<file path="src/hw/rtl/glu_pkg.sv">
// ----------------------------------------------------------------------------
// glu_pkg: shared types and constants for the gcd/lcm unit
// Field widths, controller state encoding and the command/status bundles
// that join the controller to the datapath.
// ----------------------------------------------------------------------------
package glu_pkg;

  localparam int OPERAND_WIDTH_DEF = 32;  // default active operand bits
  localparam int FIELD_WIDTH       = 32;  // port width of operands and gcd
  localparam int LCM_WIDTH         = 64;  // port width of the lcm

  typedef enum logic [2:0] {
    ST_IDLE,
    ST_GCD,
    ST_DIV,
    ST_MUL,
    ST_DONE
  } state_t;

  typedef struct packed {
    logic load;       // capture operands, start the gcd loop
    logic gcd_step;   // one binary-gcd reduction
    logic gcd_latch;  // latch gcd, set up divider and multiplier
    logic div_step;   // one restoring-divide bit
    logic mul_step;   // one shift-add multiply bit
  } cmd_t;

  typedef struct packed {
    logic gcd_zero;   // one gcd working value has reached zero
    logic op_zero;    // either captured operand is zero
    logic cnt_last;   // bit counter on its last step
  } sts_t;

endpackage

</file>
<file path="src/hw/rtl/glu_ctrl.sv">
// ----------------------------------------------------------------------------
// glu_ctrl: sequencing state machine
// Walks one operand pair through gcd reduction and, unless an operand is zero,
// a/gcd division and final multiply; raises the result strobe for one cycle.
// ----------------------------------------------------------------------------
module glu_ctrl (
  input  logic          clk,
  input  logic          rst,
  input  logic          start,
  input  glu_pkg::sts_t sts,
  output glu_pkg::cmd_t cmd,
  output logic          busy,
  output logic          done
);

  glu_pkg::state_t state;
  glu_pkg::state_t state_next;

  always_ff @(posedge clk) begin
    if (rst) begin
      state <= glu_pkg::ST_IDLE;
    end else begin
      state <= state_next;
    end
  end

  always_comb begin
    state_next = state;
    case (state)
      glu_pkg::ST_IDLE: begin
        if (start) state_next = glu_pkg::ST_GCD;
      end
      glu_pkg::ST_GCD: begin
        if (sts.gcd_zero) begin
          // a zero operand gives lcm 0: skip divide and multiply
          state_next = sts.op_zero ? glu_pkg::ST_DONE : glu_pkg::ST_DIV;
        end
      end
      glu_pkg::ST_DIV: begin
        if (sts.cnt_last) state_next = glu_pkg::ST_MUL;
      end
      glu_pkg::ST_MUL: begin
        if (sts.cnt_last) state_next = glu_pkg::ST_DONE;
      end
      glu_pkg::ST_DONE: begin
        state_next = glu_pkg::ST_IDLE;
      end
      default: begin
        state_next = glu_pkg::ST_IDLE;
      end
    endcase
  end

  always_comb begin
    cmd  = '0;
    busy = 1'b1;
    done = 1'b0;
    case (state)
      glu_pkg::ST_IDLE: begin
        busy     = 1'b0;
        cmd.load = start;
      end
      glu_pkg::ST_GCD: begin
        cmd.gcd_latch = sts.gcd_zero;
        cmd.gcd_step  = !sts.gcd_zero;
      end
      glu_pkg::ST_DIV: begin
        cmd.div_step = 1'b1;
      end
      glu_pkg::ST_MUL: begin
        cmd.mul_step = 1'b1;
      end
      glu_pkg::ST_DONE: begin
        done = 1'b1;
      end
      default: begin
        busy = 1'b0;
      end
    endcase
  end

  a_accept_busy: assert property (@(posedge clk) disable iff (rst)
    (start && !busy) |=> busy)
    else $error("accepted beat did not raise busy");

  a_done_pulse: assert property (@(posedge clk) disable iff (rst)
    done |=> !done)
    else $error("result strobe longer than one cycle");

  a_one_cmd: assert property (@(posedge clk) disable iff (rst)
    $onehot0(cmd))
    else $error("more than one datapath command at once");

endmodule

</file>
<file path="src/hw/rtl/glu_dp.sv">
// ----------------------------------------------------------------------------
// glu_dp: gcd/lcm datapath
// Binary gcd with one reduction per cycle, a bit-serial restoring divider
// for a/gcd and a shift-add multiplier for (a/gcd)*b.
// ----------------------------------------------------------------------------
module glu_dp #(
  parameter int OPERAND_WIDTH = glu_pkg::OPERAND_WIDTH_DEF
) (
  input  logic                              clk,
  input  logic                              rst,
  input  glu_pkg::cmd_t                     cmd,
  output glu_pkg::sts_t                     sts,
  input  logic [glu_pkg::FIELD_WIDTH-1:0]   operand_a,
  input  logic [glu_pkg::FIELD_WIDTH-1:0]   operand_b,
  output logic [glu_pkg::FIELD_WIDTH-1:0]   gcd_value,
  output logic [glu_pkg::LCM_WIDTH-1:0]     lcm_value
);

  localparam int W  = OPERAND_WIDTH;
  localparam int CW = $clog2(W);
  localparam int KW = $clog2(W + 1);
  localparam logic [CW-1:0] CNT_LAST = CW'(W - 1);

  logic [W-1:0]   a_s, b_s;
  logic [W-1:0]   x, y;
  logic [KW-1:0]  k;
  logic [W-1:0]   g;
  logic [W-1:0]   r;
  logic [W-1:0]   q;
  logic [2*W-1:0] mc;
  logic [2*W-1:0] acc;
  logic [CW-1:0]  cnt;

  logic [W:0]     rs;
  logic [W:0]     rdiff;
  logic [W-1:0]   xy_diff, yx_diff;
  logic           x_ge_y;

  assign rs      = {r, q[W-1]};
  assign rdiff   = rs - {1'b0, g};
  assign x_ge_y  = (x >= y);
  assign xy_diff = x - y;
  assign yx_diff = y - x;

  // payload registers, no reset needed
  always_ff @(posedge clk) begin
    if (cmd.load) begin
      a_s <= operand_a[W-1:0];
      b_s <= operand_b[W-1:0];
      x   <= operand_a[W-1:0];
      y   <= operand_b[W-1:0];
      k   <= '0;
    end
    if (cmd.gcd_step) begin
      if (!x[0] && !y[0]) begin
        x <= x >> 1;
        y <= y >> 1;
        k <= k + KW'(1);
      end else if (!x[0]) begin
        x <= x >> 1;
      end else if (!y[0]) begin
        y <= y >> 1;
      end else if (x_ge_y) begin
        // odd minus odd is even: fold the halving in
        x <= xy_diff >> 1;
      end else begin
        y <= yx_diff >> 1;
      end
    end
    if (cmd.gcd_latch) begin
      g   <= (x | y) << k;
      r   <= '0;
      q   <= a_s;
      mc  <= {{W{1'b0}}, b_s};
      acc <= '0;
    end
    if (cmd.div_step) begin
      if (!rdiff[W]) begin
        r <= rdiff[W-1:0];
        q <= {q[W-2:0], 1'b1};
      end else begin
        r <= rs[W-1:0];
        q <= {q[W-2:0], 1'b0};
      end
    end
    if (cmd.mul_step) begin
      if (q[0]) acc <= acc + mc;
      mc <= mc << 1;
      q  <= q >> 1;
    end
  end

  always_ff @(posedge clk) begin
    if (rst) begin
      cnt <= '0;
    end else if (cmd.gcd_latch) begin
      cnt <= '0;
    end else if (cmd.div_step || cmd.mul_step) begin
      cnt <= (cnt == CNT_LAST) ? '0 : cnt + CW'(1);
    end
  end

  assign sts.gcd_zero = (x == '0) || (y == '0);
  assign sts.op_zero  = (a_s == '0) || (b_s == '0);
  assign sts.cnt_last = (cnt == CNT_LAST);

  always_comb begin
    gcd_value        = '0;
    gcd_value[W-1:0] = g;
    lcm_value          = '0;
    lcm_value[2*W-1:0] = acc;
  end

  a_gcd_nonzero: assert property (@(posedge clk) disable iff (rst)
    cmd.gcd_latch |=> (g != '0) || ((a_s == '0) && (b_s == '0)))
    else $error("gcd zero with a nonzero operand");

  a_rem_below: assert property (@(posedge clk) disable iff (rst)
    cmd.div_step |=> (r < g))
    else $error("divider remainder not below gcd");

  a_cnt_range: assert property (@(posedge clk) disable iff (rst)
    cnt <= CNT_LAST)
    else $error("bit counter out of range");

endmodule

</file>
<file path="src/hw/rtl/gcd_lcm_unit.sv">
// ----------------------------------------------------------------------------
// gcd_lcm_unit: greatest common divisor and least common multiple
// The binary-gcd loop makes one reduction per cycle. A pair with a zero
// operand then goes straight to done; any other pair first passes through
// the bit-serial a/gcd divide and the shift-add multiply by b.
// One pair at a time: busy stays high through the done strobe, and the next
// start is taken in the idle cycle after it.
// The done beat cannot be held off. Synchronous reset returns the controller
// to idle and clears the bit counter; no other state is reset.
// ----------------------------------------------------------------------------
module gcd_lcm_unit #(
  parameter int OPERAND_WIDTH = glu_pkg::OPERAND_WIDTH_DEF
) (
  input  logic                            clk,
  input  logic                            rst,
  input  logic                            start,
  output logic                            busy,
  input  logic [glu_pkg::FIELD_WIDTH-1:0] operand_a,
  input  logic [glu_pkg::FIELD_WIDTH-1:0] operand_b,
  output logic                            done,
  output logic [glu_pkg::FIELD_WIDTH-1:0] gcd_value,
  output logic [glu_pkg::LCM_WIDTH-1:0]   lcm_value
);

  glu_pkg::cmd_t cmd;
  glu_pkg::sts_t sts;

  glu_ctrl u_ctrl (
    .clk   (clk),
    .rst   (rst),
    .start (start),
    .sts   (sts),
    .cmd   (cmd),
    .busy  (busy),
    .done  (done)
  );

  glu_dp #(
    .OPERAND_WIDTH (OPERAND_WIDTH)
  ) u_dp (
    .clk       (clk),
    .rst       (rst),
    .cmd       (cmd),
    .sts       (sts),
    .operand_a (operand_a),
    .operand_b (operand_b),
    .gcd_value (gcd_value),
    .lcm_value (lcm_value)
  );

endmodule

</file>
<file path="config.mk">
export PLATFORM = sky130hd
export DESIGN_NAME = gcd_lcm_unit
export DESIGN_NICKNAME = d
export VERILOG_FILES = /design/src/hw/rtl/glu_pkg.sv /design/src/hw/rtl/glu_ctrl.sv /design/src/hw/rtl/glu_dp.sv /design/src/hw/rtl/gcd_lcm_unit.sv
export SDC_FILE = /design/constraint.sdc
export NUM_CORES = 1
export LEC_CHECK = 0
export BUFFER_PORTS_ARGS = -buffer_cell sky130_fd_sc_hd__clkbuf_2
export CORE_AREA = 2 2 276 196
export DETAILED_ROUTE_END_ITERATION = 10
export DIE_AREA = 0 0 278 198
export PLACE_DENSITY = 0.67
export SYNTH_ARGS = -nofsm -noshare
export SYNTH_HDL_FRONTEND = slang
export SYNTH_HIERARCHICAL = 1
export SYNTH_SLANG_ARGS = --single-unit
</file>
<file path="constraint.sdc">
create_clock -name clk -period 23.8 [get_ports clk]
set_input_delay 4.76 -clock clk [delete_from_list [all_inputs] [get_ports clk]]
set_output_delay 4.76 -clock clk [all_outputs]
set_load 0.02 [all_outputs]
</file>
==> metrics.yaml <==
status: "finished, final reports clean"
cts_tree: "built"
fin_area_sq_um: 28700
final_common_cell: "o21ai_0"
wl_um: 87600
yosysSeqAreaShare: 0.367
worst_slack_ps: 17300
cts_made_buffers: 41
place_congestion: 0.975
power_per_cell_area_nw_per_um2: 115
yosysWarnings: 6
fmax_mhz: 154
synth_edf_count: 222
antenna_found_initial: 3
die_area_sq_um: 55000
grt_overflow_total: 0
viasPerCell: 6.36
grt_max_degree: 154
cp_max_fo: 153
post_cts_buffers: 0
worstPathCellList: "clkbuf_2 > nor4b_2 > buf_12 > mux2i_1 > nand2_1 > o31ai_1 > nor4_1 > or3_1"
rsz0062_at_grt: "false"
htreeDepth: 2
area_delta_synth_final_pct: 10.6
period_share: 0.273
rows: 71
grt_pass1_wl_um: 133000
clk_pin_slew_ps: 60
cpPeakStageDelay_ps: 580
synth_compound_area_frac: 0.216
synthFlopType: "edfxtp_1"
synth-seq-cells: 366
avgSynthCellArea_sq_um: 9.04
drc: 0
p_leak_uw: 0.0116
post-place-ws_ps: 16770
synth_xor_area_frac: 0.0459
clockBufferDepth: 3
initial_core_util: 0.492
finalCriticalPeriod_ps: 6500
vias: 23385
finalHoldViolCount: 0
hp-class: "reg2reg"
io_buffers: 164
synthAdderAreaFrac: 0.0960
cts-resized-gates: 0
drv_cap: 0
max_slew_margin: 0.0631
worstSetupStartpointType: "input port"
synthMuxAreaShare: 0.0725
cp_slowest_cell: "buf_12"
drt-initial-drc-count: 2829
hpwl_um: 66800
tightest_slew_ps: 1390
slew_violations: 0
worst_skew_pair.late_latency_ps: 590
cp.arrival_ps: 6960
required_ps: 24260
fill_cells: 4797
syn_nets: 3140
path_class: "in2reg"
synth_top_family_by_area: "compound AO/OA/AOI/OAI gates"
async_flop_share: 0
fin_skew_ps: 29.5
routedWlPerCell_um: 23.8
mostFrequentLayoutCells: "o21ai_0, edfxtp_1, nor2_1, nand2_1, a21oi_1"
yosys.area_share.simple: 0.151
detail-route-antenna-nets: 0
netlist_area_sq_um: 26000
numClockSinks: 366
drive_gt1_frac: 0.116
setup_viol: 0
io_pins: 165
post_dp_cell_area_sq_um: 27300
syn_inst: 2876
cts_root_buf: "clkbuf_16"
finalSetupTns_ps: 0
core_area_sq_um: 52900
crit_path_end_kind: "flip-flop"
synth_cell_type_count: 103
die_y_um: 198
grt.total_usage: 0.312
cts_hold_buffers: 0
die_w_um: 278
nNetsFinal: 3209
first_pass_iters: 6
ir_drop_uv: 54.3
grt_pass1_vias: 21536
## Yosys cell counts, drive strengths merged, types with 48 or more instances
| cell | instances | area share |
|---|---|---|
| o21ai | 238 | 0.047 |
| edfxtp | 222 | 0.26 |
| nor2 | 219 | 0.032 |
| nand2 | 216 | 0.031 |
| a21oi | 214 | 0.042 |
| ha | 193 | 0.093 |
| inv | 172 | 0.025 |
| dfxtp | 144 | 0.11 |
| mux2i | 140 | 0.054 |
| clkbuf | 124 | 0.018 |
| xnor2 | 97 | 0.033 |
| nand3 | 84 | 0.016 |
| nor3 | 48 | 0.0092 |
## worst max-delay path, delay by kind of cell
kind	cells	cell delay [ps]
buffers and inverters	2	700
AOI/OAI and AO/OA	1	140
muxes	1	330
and+or+nand+nor	4	850
## layer usage
| layer | share of wire | global-route usage |
|---|---|---|
| met1 | 0.47 | 0.477 |
| met2 | 0.40 | 0.437 |
| met3 | 0.10 | 0.0719 |
| met4 | 0.024 | 0.0839 |
| met5 | 0 | 0 |
## cell type report
| class | count | area (sq um) | area share |
|---|---|---|---|
| Inverter | 174 | 654 | 0.0228 |
| Multi-Input combinational cell | 2172 | 15200 | 0.527 |
| Clock inverter | 28 | 409 | 0.0142 |
| Timing Repair Buffer | 190 | 1030 | 0.0358 |
| Antenna cell | 3 | 7.51 | 0.000261 |
| Clock buffer | 48 | 1070 | 0.0373 |
| Tap cell | 693 | 867 | 0.0302 |
| Sequential cell | 366 | 9550 | 0.332 |
## per-stage QoR
step | instances | util | hold slack, ps | total power [uW]
CTS | 3671 | 0.544 | 493 | 3250
finish | 3674 | 0.544 | 494 | 3310
floorplan | 2876 | - | 460 | 2010
global placement | 3595 | 0.516 | 469 | 2520
global route | 3672 | 0.544 | 518 | 3460
detailed placement | 3595 | 0.516 | 482 | 2530
## path summary, 6_finish.rpt
path	endpoint	slack (ps)	depth (start not counted)	start
max	u_dp/y[30]	17300	8	start
min	u_dp/lcm_value[61]	490	2	u_dp/lcm_value[61]
max reg2reg	u_dp/x[27]	18980	14	u_dp/x[0]
min reg2reg	u_dp/lcm_value[61]	490	2	u_dp/lcm_value[61]
## report_power, final
group / internal (uW) / switching, uW
logic: 620 / 1090
clock network: 425 / 289
registers: 752 / 127
total: 1800 / 1510
## kinds of logic after synthesis
kind of cell | count (synthesis)
xor+xnor | 134
buf+inv | 338
fa+ha+maj | 197
mux | 171
simple gates | 817
compound gates | 853
flops | 366
## sequential cells by signal (all words and copies together) (netlist names)
name            count
u_ctrl/state        3
u_dp/a_s           32
u_dp/b_s           32
u_dp/cnt            5
u_dp/gcd_value     32
u_dp/k              6
u_dp/lcm_value     64
u_dp/mc            64
u_dp/q             32
u_dp/r             32
u_dp/x             32
u_dp/y             32
Power figures use the tool's default switching activity.
